### src/hw/rtl/rcsg_pkg.sv
// Types, constants and tables of the rose curve segment generator
package rcsg_pkg;

  // register indexes
  localparam logic [2:0] REG_PETAL_N    = 3'd0;
  localparam logic [2:0] REG_PETAL_D    = 3'd1;
  localparam logic [2:0] REG_CURVE_SIZE = 3'd2;
  localparam logic [2:0] REG_ORIGIN_X   = 3'd3;
  localparam logic [2:0] REG_ORIGIN_Y   = 3'd4;
  localparam logic [2:0] REG_STEP_TURNS = 3'd5;

  // register reset values
  localparam logic [4:0]  RST_PETAL_N    = 5'd1;
  localparam logic [4:0]  RST_PETAL_D    = 5'd1;
  localparam logic [9:0]  RST_CURVE_SIZE = 10'd256;
  localparam logic [9:0]  RST_ORIGIN_X   = 10'd320;
  localparam logic [9:0]  RST_ORIGIN_Y   = 10'd240;
  localparam logic [19:0] RST_STEP_TURNS = 20'd73014;

  // 64*pi in Q32, segment count limit, CORDIC gain in Q30
  localparam logic [39:0] SIXTYFOUR_PI_Q32 = 40'd863554413089;
  localparam logic [11:0] LAST_INDEX_MAX   = 12'd4095;
  localparam logic signed [33:0] CORDIC_GAIN_Q30 = 34'sd652032874;
  localparam int unsigned ATAN_LEN = 24;

  typedef struct packed {
    logic [4:0]  petal_n;
    logic [4:0]  petal_d;
    logic [9:0]  curve_size;
    logic [9:0]  origin_x;
    logic [9:0]  origin_y;
    logic [19:0] step_turns;
  } cfg_t;

  // one queued segment request
  typedef struct packed {
    logic [11:0] k;
    logic [15:0] rotation;
    logic        last;
  } seg_t;

  // denominator with zero read as one
  function automatic logic [4:0] denom(input logic [4:0] d);
    return (d == 5'd0) ? 5'd1 : d;
  endfunction

  // atan(2^-i) in turns, Q32
  function automatic logic [31:0] atan_q32(input logic [4:0] idx);
    logic [31:0] v;
    case (idx)
      5'd0:  v = 32'd536870912;
      5'd1:  v = 32'd316933406;
      5'd2:  v = 32'd167458907;
      5'd3:  v = 32'd85004756;
      5'd4:  v = 32'd42667331;
      5'd5:  v = 32'd21354465;
      5'd6:  v = 32'd10679838;
      5'd7:  v = 32'd5340245;
      5'd8:  v = 32'd2670163;
      5'd9:  v = 32'd1335087;
      5'd10: v = 32'd667544;
      5'd11: v = 32'd333772;
      5'd12: v = 32'd166886;
      5'd13: v = 32'd83443;
      5'd14: v = 32'd41722;
      5'd15: v = 32'd20861;
      5'd16: v = 32'd10430;
      5'd17: v = 32'd5215;
      5'd18: v = 32'd2608;
      5'd19: v = 32'd1304;
      5'd20: v = 32'd652;
      5'd21: v = 32'd326;
      5'd22: v = 32'd163;
      5'd23: v = 32'd81;
      default: v = 32'd0;
    endcase
    return v;
  endfunction

endpackage

### src/hw/rtl/rcsg_queue.sv
// Two-entry queue between the front and back ends
module rcsg_queue (
  input  logic           clk_i,
  input  logic           rst_ni,
  input  logic           push_i,
  input  rcsg_pkg::seg_t push_data_i,
  output logic           full_o,
  input  logic           pop_i,
  output rcsg_pkg::seg_t pop_data_o,
  output logic           empty_o
);

  rcsg_pkg::seg_t mem_q [2];
  logic           wr_ptr_q, rd_ptr_q;
  logic [1:0]     cnt_q;

  assign full_o     = (cnt_q == 2'd2);
  assign empty_o    = (cnt_q == 2'd0);
  assign pop_data_o = mem_q[rd_ptr_q];

  // storage
  always_ff @(posedge clk_i) begin
    if (push_i) begin
      mem_q[wr_ptr_q] <= push_data_i;
    end
  end

  // pointers and fill count
  always_ff @(posedge clk_i or negedge rst_ni) begin
    if (!rst_ni) begin
      wr_ptr_q <= 1'b0;
      rd_ptr_q <= 1'b0;
      cnt_q    <= 2'd0;
    end else begin
      if (push_i) wr_ptr_q <= ~wr_ptr_q;
      if (pop_i)  rd_ptr_q <= ~rd_ptr_q;
      if (push_i && !pop_i) begin
        cnt_q <= cnt_q + 2'd1;
      end else if (pop_i && !push_i) begin
        cnt_q <= cnt_q - 2'd1;
      end
    end
  end

endmodule

### config.mk
export PLATFORM = sky130hd
export DESIGN_NAME = rcsg_queue
export DESIGN_NICKNAME = d
export VERILOG_FILES = /design/src/hw/rtl/rcsg_pkg.sv /design/src/hw/rtl/rcsg_queue.sv
export SDC_FILE = /design/constraint.sdc
export NUM_CORES = 1
export LEC_CHECK = 0
export BUFFER_PORTS_ARGS = -buffer_cell sky130_fd_sc_hd__clkbuf_2
export CAP_MARGIN = 15
export CORE_MARGIN = 3
export CORE_UTILIZATION = 28
export DETAILED_ROUTE_END_ITERATION = 16
export GPL_ROUTABILITY_DRIVEN = 0
export SYNTH_ARGS = -nofsm -noshare
export SYNTH_HDL_FRONTEND = slang
export SYNTH_SLANG_ARGS = --single-unit
### constraint.sdc
create_clock -name clk_i -period 2.6 [get_ports clk_i]
set_input_delay 0.13 -clock clk_i [delete_from_list [all_inputs] [get_ports clk_i]]
set_output_delay 0.13 -clock clk_i [all_outputs]
set_load 0.01 [all_outputs]
==> results by group, run 1 <==
Run status
  – Outcome: completed

Worst setup path
  – Startpoint types: register
  – Cell breakdown of the critical path: buf_12 -> mux2_4 -> clkbuf_2
  – Crit end category: output port
  – Slowest cell delay on critical path: 650 ps
  – Crit Path Max Fanout: 18
  – WP data required: 2470 ps
  – WP data arrival: 1690 ps
  – CP delay by family, top: flip-flops
  – WP buf/inv: 2
  – Slowest CP cell: dfrtp_2
  – CP Class: register to output port

Yosys
  – Cell area after synthesis: 2397 sq um
  – Mapped Nets: 140
  – Yosys cell types: 11
  – Synth warnings: 0
  – Syn Inst Count: 106
  – FF+latch count, synth: 62
  – Sequential element share of the synthesized area: 76.83%
  – Syn_area_per_cell: 22.62 sq um

Timing
  – Final Setup Violations: 0
  – Setup TNS: 0 ps
  – Unrepaired setup endpoints after global routing: no
  – Final hold vios: 0
  – Worst setup margin: 775.6 ps
  – Fin crit share: 70.17%
  – Slew Viols, Final: 0
  – Clock skew: 7.196 ps
  – Worst-Margin Slew: 882.1 ps
  – Fmax: 0.5481 GHz
  – Period minus WS final: 1824 ps
  – Slew headroom: 41.07%

Die
  – IO Pins: 64
  – Die Y-Extent: 98.53 um
  – Die span in x: 98.53 um
  – Core area: 8258 sq um
  – Row count: 33
  – Die ar.: 9708 sq um
  – Starting Density: 29.03%

Clocking
  – CTS tree: yes
  – Clk slew on worst S/H paths: 70 ps
  – Setup Buffers After CTS: 0
  – Clock root buffer: clkbuf_8
  – Clock sink count: 62
  – Clock Latency Late Sink: 320 ps
  – H-tree Lvls: 3
  – CTS Buf Count: 9
  – # resized after CTS: 0
  – Clock buffer depth: 2

Detailed routing
  – Routed Antenna Nets: 0
  – Vias/cell: 3.997
  – Via count: 1279
  – Final wirelength: 4168 um
  – WL per Instance: 13.03 um
  – Drt first-iter violations: 28
  – Post-route DRC: 0
  – DRT Pass-1 Iters: 4

Layout
  – Area grow syn2layout: 39.41%
  – # fillers: 779
  – Most common cell after layout, fill and taps aside: clkbuf_2
  – Share of post-route cells with drive strength above 1: 50.70%
  – Nets: 244
  – Antenna cells: 0
  – Most frequent cells in the layout: clkbuf_2 (63), edfxtp_1 (58), dlygate4sd3_1 (31)

Power
  – Peak supply drop: 0.4935 mV
  – P_leak: 1.378 nW
  – Pwr Density: 963.6 nW/um^2

Global route
  – Vias in the first global route: 1331
  – Congestion Overflow GR: 0
  – Largest net degree at the start of global routing: 30
  – First-pass GRT wire length: 6520 um
  – GRT Util Overall: 9.027%
  – Antenna violations before repair: 0

Placement
  – Pre-CTS WS: 1063 ps
  – Port bufs: 63

Job
  – Max Cap Violations: 0

Hold path
  – HP Class: input pin to register
## area by class of cell
cell class                      count  area (sq um)  area share [%]
Multi-Input combinational cell     40         525.5           15.72
Timing Repair Buffer               96         665.6           19.92
Clock buffer                       14         162.7           4.867
Sequential cell                    62          1843           55.15
Inverter                            1         3.754          0.1123
Tap cell                          105         131.4           3.931
Clock inverter                      2         10.01          0.2995
## report_power, final
part	leakage [nW]	internal, mW	switching, mW
Combinational	0.698	0.578	0.464
Clock	0.0905	0.396	0.322
Sequential	0.590	1.33	0.126
Total	1.38	2.31	0.912
## state kept, by name (all words and copies together), names as in the netlist
signal	count
wr_ptr_q	1
rd_ptr_q	1
mem_q	58
cnt_q	2
## through the flow
step                      util [%]  instance area (sq um)  power [mW]  instances  hold WS, ps
after floorplan                  -                   2397       2.149        106       -165.6
after global placement       34.62                   2859       2.493        273       -54.40
after detailed placement     34.62                   2859       2.499        273       -50.81
after CTS                    40.47                   3342       3.270        320        27.88
after global routing         40.47                   3342       3.397        320        58.24
final                        40.47                   3342       3.220        320        56.86
## metal layers
metal  track usage, %  routed length (um)  up-vias
li1                 -                   -      616
met1            10.29                1863      613
met2            14.77                2019       45
met3            4.034                 245        5
met4            3.782                  40        0
met5                0                   0        -
## cell families after synthesis
logic type,Yosys count,synth area share (%)
mux,29,18.16
fa+ha+maj,1,0.5218
buf+inv,4,1.566
flops,62,76.83
simple gates,5,1.096
xor+xnor,5,1.827
## cell usage after synthesis (all sizes together)
cell	count	area [sq um]
and2	1	6.260
ha	1	12.51
nor2	2	7.510
nor2b	2	12.51
inv	1	3.750
xor2	4	35.03
mux2	29	435.4
xnor2	1	8.760
buf	3	33.78
dfrtp	4	100.1
edfxtp	58	1742
## worst paths after layout
check	cells past startpoint	slack, ps	start	end
min	2	60	push_i	wr_ptr_q
max reg2reg	2	1080	wr_ptr_q	mem_q[1][25]
min in group asynchronous	2	130	rst_ni	rd_ptr_q
max in group asynchronous	2	2330	rst_ni	rd_ptr_q
min reg2reg	1	500	cnt_q[1]	cnt_q[1]
max	3	780	rd_ptr_q	pop_data_o[12]
## what timing repair did
| action | CTS | global route |
|---|---|---|
| endpoints found under the hold margin | 63 | 0 |
| hold buffers | 31 | 0 |
| endpoints found under the setup margin | 0 | 0 |
Power figures use the tool's default switching activity.
==> inputs of run 2 (changes only) <==
- clock period: 2.6 -> 1.6 ns (I/O delays scaled with it)
==> run 2 against run 1 <==
Compared with the run above:
- clock power increased by 100%
- sequential power increased by 60%
- final cell count increased by 2.8%
- setup slack got worse by 770 ps
- sequential share of layout area decreased by 2.2 points
- critical path type unchanged
- largest cell class unchanged
- highest routed layer unchanged
==> results by group, run 2 (synthesized netlist as in run 1, its figures left out) <==
Clocking
  – Clock sink count: 62
  – Clk slew on worst S/H paths: 70 ps
  – Clock buffer depth: 2
  – H-tree Lvls: 3
  – CTS tree: yes
  – CTS Buf Count: 9
  – Clock root buffer: clkbuf_8
  – Clock Latency Late Sink: 330 ps

Timing
  – Fmax: 0.6267 GHz
  – Final hold vios: 0
  – Slew headroom: 84.00%
  – Final Setup Violations: 0
  – Fin crit share: 99.72%
  – Clock skew: 5.287 ps
  – Unrepaired setup endpoints after global routing: yes
  – Period minus WS final: 1596 ps
  – Slew Viols, Final: 0
  – Worst-Margin Slew: 239.9 ps
  – Fin Hold WS: 92.97 ps

Run status
  – Outcome: completed

Detailed routing
  – WL per Instance: 12.77 um
  – Post-route DRC: 0
  – Vias/cell: 3.939
  – Final wirelength: 4202 um
  – Drt first-iter violations: 32
  – Via count: 1296
  – DRT Pass-1 Iters: 4
  – Routed Antenna Nets: 0

Global route
  – Met1 Track Usage GR: 10.22%
  – Most Crowded Layer GR: met2
  – Largest net degree at the start of global routing: 17
  – Congestion Overflow GR: 0
  – First-pass GRT wire length: 6755 um
  – Antenna violations before repair: 0
  – GRT Util Overall: 9.455%
  – Met3 Track Usage GR: 4.317%
  – Vias in the first global route: 1354
  – Global Route met2 Usage: 15.50%

Worst setup path
  – Startpoint types: register
  – Reg-to-Reg Start: wr_ptr_q
  – Crit Path Max Fanout: 11
  – Critical R2R Capture: mem_q[1][27]
  – WP data arrival: 1520 ps
  – WP data required: 1520 ps
  – Reg-to-reg slack, setup: 450 ps
  – Crit end category: output port
  – FF-to-FF path depth: 2
  – CP Class: register to output port

Layout
  – Share of post-route cells with drive strength above 1: 53.13%
  – Register Area: 1846 sq um
  – Biggest register: mem_q
  – Area grow syn2layout: 45.41%
  – Antenna cells: 0
  – Combined area of the multi-input logic cells: 525.5 sq um
  – Largest register FFs: 58
  – Regs by FF count: mem_q (58), cnt_q (2)
  – Nets: 253
  – # fillers: 757
  – Most frequent cells in the layout: clkbuf_2 (60), edfxtp_1 (58), dlygate4sd3_1 (32)
  – Most common cell after layout, fill and taps aside: clkbuf_2
  – Core Util, Final: 42.21%

Hold path
  – HP Class: input pin to async pin

Power
  – Pwr Density: 1639 nW/um^2
  – Peak supply drop: 0.5556 mV
  – P_leak: 1.445 nW

Die
  – Die span in x: 98.53 um
  – Core area: 8258 sq um
  – Die Y-Extent: 98.53 um
  – IO Pins: 64
  – Die ar.: 9708 sq um
  – Starting Density: 29.03%
  – Row count: 33

Placement
  – Port bufs: 63
  – Hpwl dp: 2756 um

Job
  – Max Cap Violations: 0
==> run 2: cell count changes in the layout (fill, tap and decap cells not counted), moves of 2 or more <==
| cell | previous run | this run |
|---|---|---|
| clkinvlp_4 | 0 | 2 |
| buf_4 | 0 | 7 |
| buf_6 | 0 | 3 |
| clkbuf_2 | 63 | 60 |
| clkbuf_1 | 3 | 0 |
| clkbuf_8 | 11 | 9 |
| bufinv_16 | 0 | 2 |
==> run 2: final cells by class <==
type,count,share of cell area [%]
Sequential cell,62,52.94
Timing Repair Buffer,105,22.00
Multi-Input combinational cell,40,15.08
Tap cell,105,3.769
Clock buffer,9,3.553
Clock inverter,7,2.548
Inverter,1,0.1077
==> run 2: how the worst max path moves through the flow <==
stage,start,end,slack [ps]
after floorplan,wr_ptr_q,mem_q[0][0],20
after CTS,rd_ptr_q,pop_data_o[16],-40
after detailed placement,rd_ptr_q,pop_data_o[16],230
after global routing,rd_ptr_q,pop_data_o[17],-50
final,rd_ptr_q,pop_data_o[16],4
after global placement,rd_ptr_q,pop_data_o[17],230
==> run 2: what timing repair did <==
item / 4_1_cts / 5_1_grt
hold buffers: 32 / 0
resized for setup: 1 / 7
endpoints found under the setup margin: 21 / 24
endpoints found under the hold margin: 64 / 0
setup buffers: 1 / 3
==> run 2: stage by stage <==
stage	setup TNS [ps]	total power, mW	area [sq um]	std cells	setup slack [ps]
floorplan	0	3.493	2400	106	16.03
global placement	0	4.116	2889	277	225.3
detailed placement	0	4.134	2889	277	232.2
CTS	-657.5	5.721	3445	326	-41.64
global route	-1114	6.030	3486	329	-54.01
finish	0	5.714	3486	329	4.449
==> run 2: worst max-delay path: stages (launching register included) <==
cell,delay [ps]
dfrtp_4,570
buf_12,180
mux2_4,300
clkbuf_2,130
==> run 2: layer usage <==
metal | up-vias | part of all wire (%)
met4 | 0 | 1.0
met5 | - | 0
li1 | 633 | -
met2 | 41 | 52
met3 | 4 | 5.8
met1 | 618 | 41
==> run 2: power breakdown <==
group          internal [mW]  switching [mW]
registers               2.17           0.164
clock network          0.864           0.581
logic                   1.12           0.810
