==> src/hw/rtl/rcsg_pkg.sv <==
// Types, constants and tables of the rose curve segment generator
package rcsg_pkg;

  // register indexes
  localparam logic [2:0] REG_PETAL_N    = 3'd0;
  localparam logic [2:0] REG_PETAL_D    = 3'd1;
  localparam logic [2:0] REG_CURVE_SIZE = 3'd2;
  localparam logic [2:0] REG_ORIGIN_X   = 3'd3;
  localparam logic [2:0] REG_ORIGIN_Y   = 3'd4;
  localparam logic [2:0] REG_STEP_TURNS = 3'd5;

  // register reset values
  localparam logic [4:0]  RST_PETAL_N    = 5'd1;
  localparam logic [4:0]  RST_PETAL_D    = 5'd1;
  localparam logic [9:0]  RST_CURVE_SIZE = 10'd256;
  localparam logic [9:0]  RST_ORIGIN_X   = 10'd320;
  localparam logic [9:0]  RST_ORIGIN_Y   = 10'd240;
  localparam logic [19:0] RST_STEP_TURNS = 20'd73014;

  // 64*pi in Q32, segment count limit, CORDIC gain in Q30
  localparam logic [39:0] SIXTYFOUR_PI_Q32 = 40'd863554413089;
  localparam logic [11:0] LAST_INDEX_MAX   = 12'd4095;
  localparam logic signed [33:0] CORDIC_GAIN_Q30 = 34'sd652032874;
  localparam int unsigned ATAN_LEN = 24;

  typedef struct packed {
    logic [4:0]  petal_n;
    logic [4:0]  petal_d;
    logic [9:0]  curve_size;
    logic [9:0]  origin_x;
    logic [9:0]  origin_y;
    logic [19:0] step_turns;
  } cfg_t;

  // one queued segment request
  typedef struct packed {
    logic [11:0] k;
    logic [15:0] rotation;
    logic        last;
  } seg_t;

  // denominator with zero read as one
  function automatic logic [4:0] denom(input logic [4:0] d);
    return (d == 5'd0) ? 5'd1 : d;
  endfunction

  // atan(2^-i) in turns, Q32
  function automatic logic [31:0] atan_q32(input logic [4:0] idx);
    logic [31:0] v;
    case (idx)
      5'd0:  v = 32'd536870912;
      5'd1:  v = 32'd316933406;
      5'd2:  v = 32'd167458907;
      5'd3:  v = 32'd85004756;
      5'd4:  v = 32'd42667331;
      5'd5:  v = 32'd21354465;
      5'd6:  v = 32'd10679838;
      5'd7:  v = 32'd5340245;
      5'd8:  v = 32'd2670163;
      5'd9:  v = 32'd1335087;
      5'd10: v = 32'd667544;
      5'd11: v = 32'd333772;
      5'd12: v = 32'd166886;
      5'd13: v = 32'd83443;
      5'd14: v = 32'd41722;
      5'd15: v = 32'd20861;
      5'd16: v = 32'd10430;
      5'd17: v = 32'd5215;
      5'd18: v = 32'd2608;
      5'd19: v = 32'd1304;
      5'd20: v = 32'd652;
      5'd21: v = 32'd326;
      5'd22: v = 32'd163;
      5'd23: v = 32'd81;
      default: v = 32'd0;
    endcase
    return v;
  endfunction

endpackage

==> src/hw/rtl/rcsg_front.sv <==
// Front end: accepts requests, keeps the segment counter, flags the last segment
module rcsg_front (
  input  logic              clk_i,
  input  logic              rst_ni,
  input  rcsg_pkg::cfg_t    cfg_i,
  input  logic              in_valid_i,
  output logic              in_stall_o,
  input  logic [15:0]       rotation_i,
  input  logic              restart_i,
  input  logic              full_i,
  output logic              push_o,
  output rcsg_pkg::seg_t    push_data_o
);

  logic [11:0] seg_q, seg_d;
  logic [44:0] span_prod;
  logic [12:0] span;
  logic [11:0] last_idx;
  logic [11:0] k;
  logic        is_last;

  assign in_stall_o = full_i;
  assign push_o     = in_valid_i & ~full_i;

  // final index of a pass: floor(d * 64 pi), clamped to the counter range
  assign span_prod = 45'(rcsg_pkg::denom(cfg_i.petal_d)) * 45'(rcsg_pkg::SIXTYFOUR_PI_Q32);
  assign span      = span_prod[44:32];
  assign last_idx  = (span > 13'(rcsg_pkg::LAST_INDEX_MAX)) ? rcsg_pkg::LAST_INDEX_MAX
                                                            : span[11:0];

  // classify the word
  assign k       = restart_i ? 12'd0 : seg_q;
  assign is_last = (k >= last_idx);
  assign seg_d   = is_last ? 12'd0 : (k + 12'd1);

  assign push_data_o.k        = k;
  assign push_data_o.rotation = rotation_i;
  assign push_data_o.last     = is_last;

  always_ff @(posedge clk_i or negedge rst_ni) begin
    if (!rst_ni) begin
      seg_q <= 12'd0;
    end else if (push_o) begin
      seg_q <= seg_d;
    end
  end

endmodule

==> config.mk <==
export PLATFORM = sky130hd
export DESIGN_NAME = rcsg_front
export DESIGN_NICKNAME = d
export VERILOG_FILES = /design/src/hw/rtl/rcsg_pkg.sv /design/src/hw/rtl/rcsg_front.sv
export SDC_FILE = /design/constraint.sdc
export NUM_CORES = 1
export LEC_CHECK = 0
export BUFFER_PORTS_ARGS = -buffer_cell sky130_fd_sc_hd__buf_4
export CAP_MARGIN = 15
export CORE_MARGIN = 2
export CORE_UTILIZATION = 48
export CTS_BUF_LIST = sky130_fd_sc_hd__clkbuf_4 sky130_fd_sc_hd__clkbuf_8
export CTS_CLUSTER_DIAMETER = 100
export DETAILED_ROUTE_END_ITERATION = 8
export HOLD_SLACK_MARGIN = 0.06
export PLACE_DENSITY = 0.83
export SLEW_MARGIN = 10
export SYNTH_ARGS = -nofsm -noshare
export SYNTH_HDL_FRONTEND = slang
export SYNTH_SLANG_ARGS = --single-unit
==> constraint.sdc <==
create_clock -name clk_i -period 8.85 [get_ports clk_i]
set_input_delay 1.77 -clock clk_i [delete_from_list [all_inputs] [get_ports clk_i]]
set_output_delay 1.77 -clock clk_i [all_outputs]
set_load 0.05 [all_outputs]
==> results of run 1 <==
[repair_timing]
item	in CTS	in global routing
buffers inserted	1	0
resized for setup	11	22
setup endpoints to repair	1	1
pin swaps	6	14
[final timing paths]
check	from	end	slack, ns	cells after the start
setup / recovery	cfg_i[53]	push_data_o[0]	0.15	25
hold / removal	seg_q[5]	seg_q[5]	0.51	2
setup reg to reg	seg_q[0]	seg_q[3]	6.11	11
hold reg to reg	seg_q[5]	seg_q[5]	0.51	2
max in group asynchronous	rst_ni	seg_q[3]	7.33	1
min in group asynchronous	rst_ni	seg_q[7]	1.35	1
[cell type report]
cell class | instances | share of cell area
multi-input cells | 308 | 0.741
repair buffers | 50 | 0.106
flip-flops and latches | 12 | 0.0823
inverters | 28 | 0.0288
well taps | 77 | 0.0264
clock buffers | 4 | 0.0151
[worst max-delay path, stage by stage]
cell and delay (ns):
buf_4 0.12, inv_2 0.05, ha_2 0.17, nor4b_4 0.26, nand2b_4 0.20, o21ai_1 0.09, ha_2 0.34, fa_1 0.56
inv_2 0.05, fa_1 0.50, inv_1 0.06, ha_4 0.30, and4_4 0.23, o2111ai_2 0.11, buf_4 0.16, nor3b_1 0.24
o21ai_1 0.15, nand4_4 0.14, buf_8 0.15, nor2_2 0.05, ha_1 0.30, nand4_1 0.10, or3_4 0.41, a31oi_4 0.21
buf_6 0.19
[cells by family after synthesis]
family,share of synthesized area
AO/OA/AOI/OAI,0.225
XOR/XNOR,0.0281
adder cells (fa/ha/maj),0.314
buffers and inverters,0.0914
flip-flops,0.0962
multiplexers,0.0160
AND/OR/NAND/NOR,0.229
[cell usage in the layout, fill, tap and decap left out, types with 4 or more instances in the layout]
cell type	n
fa_1	14
nand2_1	23
o21ai_1	7
nor2b_1	19
nor3_1	6
a31oi_1	4
a21oi_2	5
nor2_1	13
xnor2_1	8
and3_1	7
a22o_1	6
mux2i_1	5
a21oi_1	19
nand2b_4	4
nand2b_1	9
clkbuf_8	4
inv_1	23
ha_1	52
nor2_2	7
o21ai_0	14
o211ai_1	4
nand3_1	8
dfrtp_1	12
buf_4	48
a21o_1	8
o31ai_1	7
[cells in the mapped netlist (3+ instances only)]
cell type  number
nand2b_1       12
buf_4          18
nor2_2          7
a21o_1          8
a21oi_1        21
a211oi_1        5
clkbuf_1        3
o31ai_1         7
mux2i_1         5
o21ai_0        17
a21oi_2         3
nand3_1         8
inv_1          26
a31oi_1         6
nor2_1         13
nand4_1         3
dfrtp_1        12
a22o_1          6
ha_1           56
and2_1          3
xnor2_1         8
and4_1          4
fa_1           14
and3_1          7
o21ai_1         4
nor3_1          6
nor2b_1        19
o211ai_1        4
nand2_1        24
[through the flow]
| stage | hold WS [ns] | cells | total power, mW |
|---|---|---|---|
| finish | 0.506 | 479 | 0.464 |
| global route | 0.559 | 479 | 0.507 |
| CTS | 0.508 | 479 | 0.437 |
| detailed placement | 0.496 | 474 | 0.363 |
| global placement | 0.471 | 474 | 0.350 |
| floorplan | 0.456 | 373 | 0.310 |
[power breakdown]
part	leakage, nW	internal (mW)	switching, mW
Combinational	1.60	0.146	0.190
Sequential	0.160	0.0603	0.00636
Clock	0.0288	0.0394	0.0215
Total	1.78	0.245	0.218
[metal layers]
metal	wire [um]	vias to the layer above	share of wire
met5	0	-	0
met1	3350	1351	0.43
met2	3910	70	0.51
met3	313	18	0.041
met4	140	0	0.018
li1	-	1403	-
==> impl_metrics.tcl, run 1 <==
set metrics [dict create \
    status "finished, final reports clean" \
    crit_fanout 9 \
    synthArstFlopShare 1.00 \
    hold_class "register to register" \
    ir_drop_mv 0.0929 \
    die_w_um 84.6 \
    core-area_um2 6310 \
    design_area_um2 3650 \
    cts_hold_buffers 0 \
    ys.flop_type "dfrtp_1" \
    synth.distinct_cells 65 \
    hold_viol_final 0 \
    groute.layer.met3.usage 0.0246 \
    clock-sinks 12 \
    ys_seq_area_frac 0.0962 \
    drc 0 \
    rows 29 \
    yosys.area.top_type "ha_1" \
    drtIter0Drc 180 \
    yosysTopAreaCellShare 0.225 \
    fin_skew_ns 0.00628 \
    synth_edf_count 0 \
    grt_use_met1 0.267 \
    fin_nets 554 \
    io_buffers 24 \
    top_regs "seg_q x12" \
    wl_um 7710 \
    tns_ns 0 \
    yosys_warnings 0 \
    insertion_delay_ns 0.25 \
    detail_route.wl_per_cell_um 16.1 \
    drive_gt1_frac 0.251 \
    ant_nets 0 \
    dp_hpwl_um 6040 \
    worstSetupPathType "input pin to output pin" \
    arrival_ns 6.93 \
    tightest_slew_ns 0.521 \
    power_density_nw_per_um2 127 \
    end_kind "output pin" \
    cp.required_ns 7.08 \
    slew_viol_final 0 \
    fin_ws_ns 0.151 \
    die_h_um 84.6 \
    cap_violations 0 \
    top_usage_layer "met2" \
    clockBufferDepth 2 \
    start_util 0.494 \
    setup_violations 0 \
    maxSlewHeadroom 0.650 \
    fin_crit_ns 8.70 \
    syn-cell-area_um2 3120 \
    fin_util 0.578 \
    num_io_pins 112 \
    ys_top_cells_by_area "ha_1, dfrtp_1, fa_1" \
    antenna_found_initial 0 \
    largest_register_ffs 12 \
    dpl_cell_area_um2 3420 \
    top_register "seg_q" \
    max_freq_mhz 115 \
    syn-num-nets 524 \
    overflow 0 \
    antenna_cells 0 \
    via_per_inst 5.93 \
    dr.pass1.iters 4 \
    dr_total_vias 2842 \
    min_period_over_period 0.983 \
    syn2layout_area_growth_pct 16.9 \
    grt_max_degree 22 \
    place.gp.congestion 0.872 \
    cts_tree "done" \
    dp_slack_ns -0.172 \
    dieArea_um2 7160 \
    grtUsageMet2 0.372 \
    clk_pin_slew_ns 0.05 \
    syn_inst 373 \
    fillers 537 \
    register_area_um2 300 \
    cts_buffers 3 \
    synth_area_per_cell_um2 8.37 \
    worstSetupStartpointType "input pin" \
    p_leak_nw 1.78 \
    cts_root_buf "clkbuf_8" \
    ys_ff_latch 12 \
    track_usage 0.208 \
    grt_first_pass_wirelength_um 12500 \
    htree_num_levels 1 \
    multi_input_area_um2 2710 \
    grt_pass1_vias 2799 \
]
(Power assumes the default switching activity.)
==> run 2, diff against run 1 <==
Settings changed: CORE_UTILIZATION 48 to 40, PLACE_DENSITY 0.83 to 0.71.
==> impl_metrics.tcl, run 2 (same netlist as run 1, synthesis figures left out) <==
set metrics [dict create \
    power.total_uw 469 \
    clock-sinks 12 \
    worstReg2RegEnd "seg_q[3]" \
    crit_family "adder cells" \
    r2r-start "seg_q[0]" \
    p_comb_frac 0.727 \
    arrival_ns 6.87 \
    cp.required_ns 7.08 \
    power_density_nw_per_um2 125 \
    antenna_found_initial 0 \
    tightest_slew_ns 0.539 \
    io_buffers 24 \
    largest_register_ffs 12 \
    drive_gt1_frac 0.273 \
    fin_crit_ns 8.64 \
    drtIter0Drc 132 \
    setup_violations 0 \
    via_per_inst 5.49 \
    cp_common_cell "inv_1" \
    switching_share 0.476 \
    crit_path_start "cfg_i[52]" \
    p_sw_uw 223 \
    clk_pin_slew_ns 0.05 \
    crit_buf_inv 7 \
    detail_route.wl_per_cell_um 15.0 \
    wl_um 7610 \
    dp_hpwl_um 5980 \
    grt_pass1_vias 2692 \
    internal_power_uw 246 \
    ant_nets 0 \
    p_leak_nw 1.80 \
    grt_first_pass_wirelength_um 12400 \
    ir_drop_mv 0.0512 \
    start_util 0.408 \
    ff2ff_path_depth 11 \
    cts_root_buf "clkbuf_8" \
    endpoint "push_data_o[0]" \
    track_usage 0.174 \
    drc 0 \
    pwr-share-clk 0.132 \
    syn2layout_area_growth_pct 19.9 \
    cts_tree "done" \
    dr_total_vias 2791 \
    min_period_over_period 0.977 \
    worstSetupStartpointType "input pin" \
    worstSetupPathType "input pin to output pin" \
    insertion_delay_ns 0.25 \
    status "finished, final reports clean" \
    grt_max_degree 22 \
    crit_fanout 6 \
    fin_nets 558 \
    seqPwrFrac 0.141 \
    dieArea_um2 8520 \
    critical_path_depth 26 \
    overflow 0 \
    die_w_um 92.3 \
    cts_buffers 3 \
    holdPathStages 2 \
    antenna_cells 0 \
    hold_class "register to register" \
    core-area_um2 7650 \
    final_cell_mix "ha_1, buf_4, inv_1, nand2_1, nor2b_1" \
    cap_violations 0 \
    top_register "seg_q" \
    rows 32 \
    slew_viol_final 0 \
    whs_ns 0.504 \
    critPathMaxStageDelay_ns 0.57 \
    fin_skew_ns 0.00244 \
    reg2reg_slack_ns 6.12 \
    cpMaxStageDelayCell "fa_1" \
    maxSlewHeadroom 0.639 \
    num_io_pins 112 \
    place.gp.congestion 0.926 \
    max_freq_mhz 116 \
    dr.pass1.iters 4 \
    top_regs "seg_q x12" \
    hold_viol_final 0 \
    clockBufferDepth 2 \
    die_h_um 92.3 \
    htree_num_levels 1 \
    end_kind "output pin" \
]
## run 2: cell types whose count changed in the layout (fill, tap and decap cells not counted), sizes merged
cell and change:
buf +4
## run 2: area by class of cell
cell class / count / area [um^2]
fillers: 720 / 3910
multi-input cells: 308 / 2740
repair buffers: 54 / 417
flip-flops and latches: 12 / 300
well taps: 102 / 128
inverters: 28 / 105
clock buffers: 4 / 55.1
## run 2: how the worst min path moves through the flow
stage	slack, ns	start	to
floorplan	0.46	seg_q[0]	seg_q[0]
global placement	0.47	seg_q[1]	seg_q[1]
detailed placement	0.50	seg_q[5]	seg_q[5]
CTS	0.51	seg_q[0]	seg_q[0]
global route	0.53	seg_q[0]	seg_q[0]
finish	0.50	seg_q[5]	seg_q[5]
## run 2: routing by layer
layer,share of wire,wire length [um],track usage
met1,0.46,3510,0.240
met2,0.50,3800,0.292
met3,0.028,216,0.0187
met4,0.010,77,0.0435
met5,0,0,0
## run 2: what timing repair did
action | 4_1_cts | 5_1_grt
cloned | 0 | 0
setup endpoints to repair | 1 | 1
hold buffers | 0 | 0
endpoints found under the hold margin | 0 | 0
resized for setup | 14 | 27
setup buffers | 1 | 5
pin swaps | 5 | 15
## run 2: worst register-to-register path, stage by stage (launching register included)
cell	delay [ns]
dfrtp_1	0.36
nor2b_1	0.32
inv_1	0.09
ha_1	0.29
nand2b_1	0.13
a21o_1	0.17
a211oi_1	0.22
or3_4	0.17
a31oi_4	0.10
buf_4	0.20
nor2_1	0.41
a22o_1	0.20
## run 2: power groups by stage
stage	combinational, mW	clock, mW	sequential, mW
global placement	0.289	0	0.0664
floorplan	0.245	0	0.0653
CTS	0.316	0.0624	0.0659
finish	0.341	0.0618	0.0662
detailed placement	0.300	0	0.0667
global route	0.380	0.0646	0.0668
## run 2: stage by stage
stage          worst slack (ns)  TNS, ns  std cells   util  instance area, um^2
2_1_floorplan            0.0430        0        373      -                 3140
3_3_place_gp             -0.210   -0.210        498  0.450                 3440
3_5_place_dp             -0.185   -0.185        498  0.450                 3440
4_1_cts                 0.00878        0        503  0.466                 3570
5_1_grt                 -0.0391  -0.0391        508  0.489                 3740
6_report                  0.206        0        508  0.489                 3740
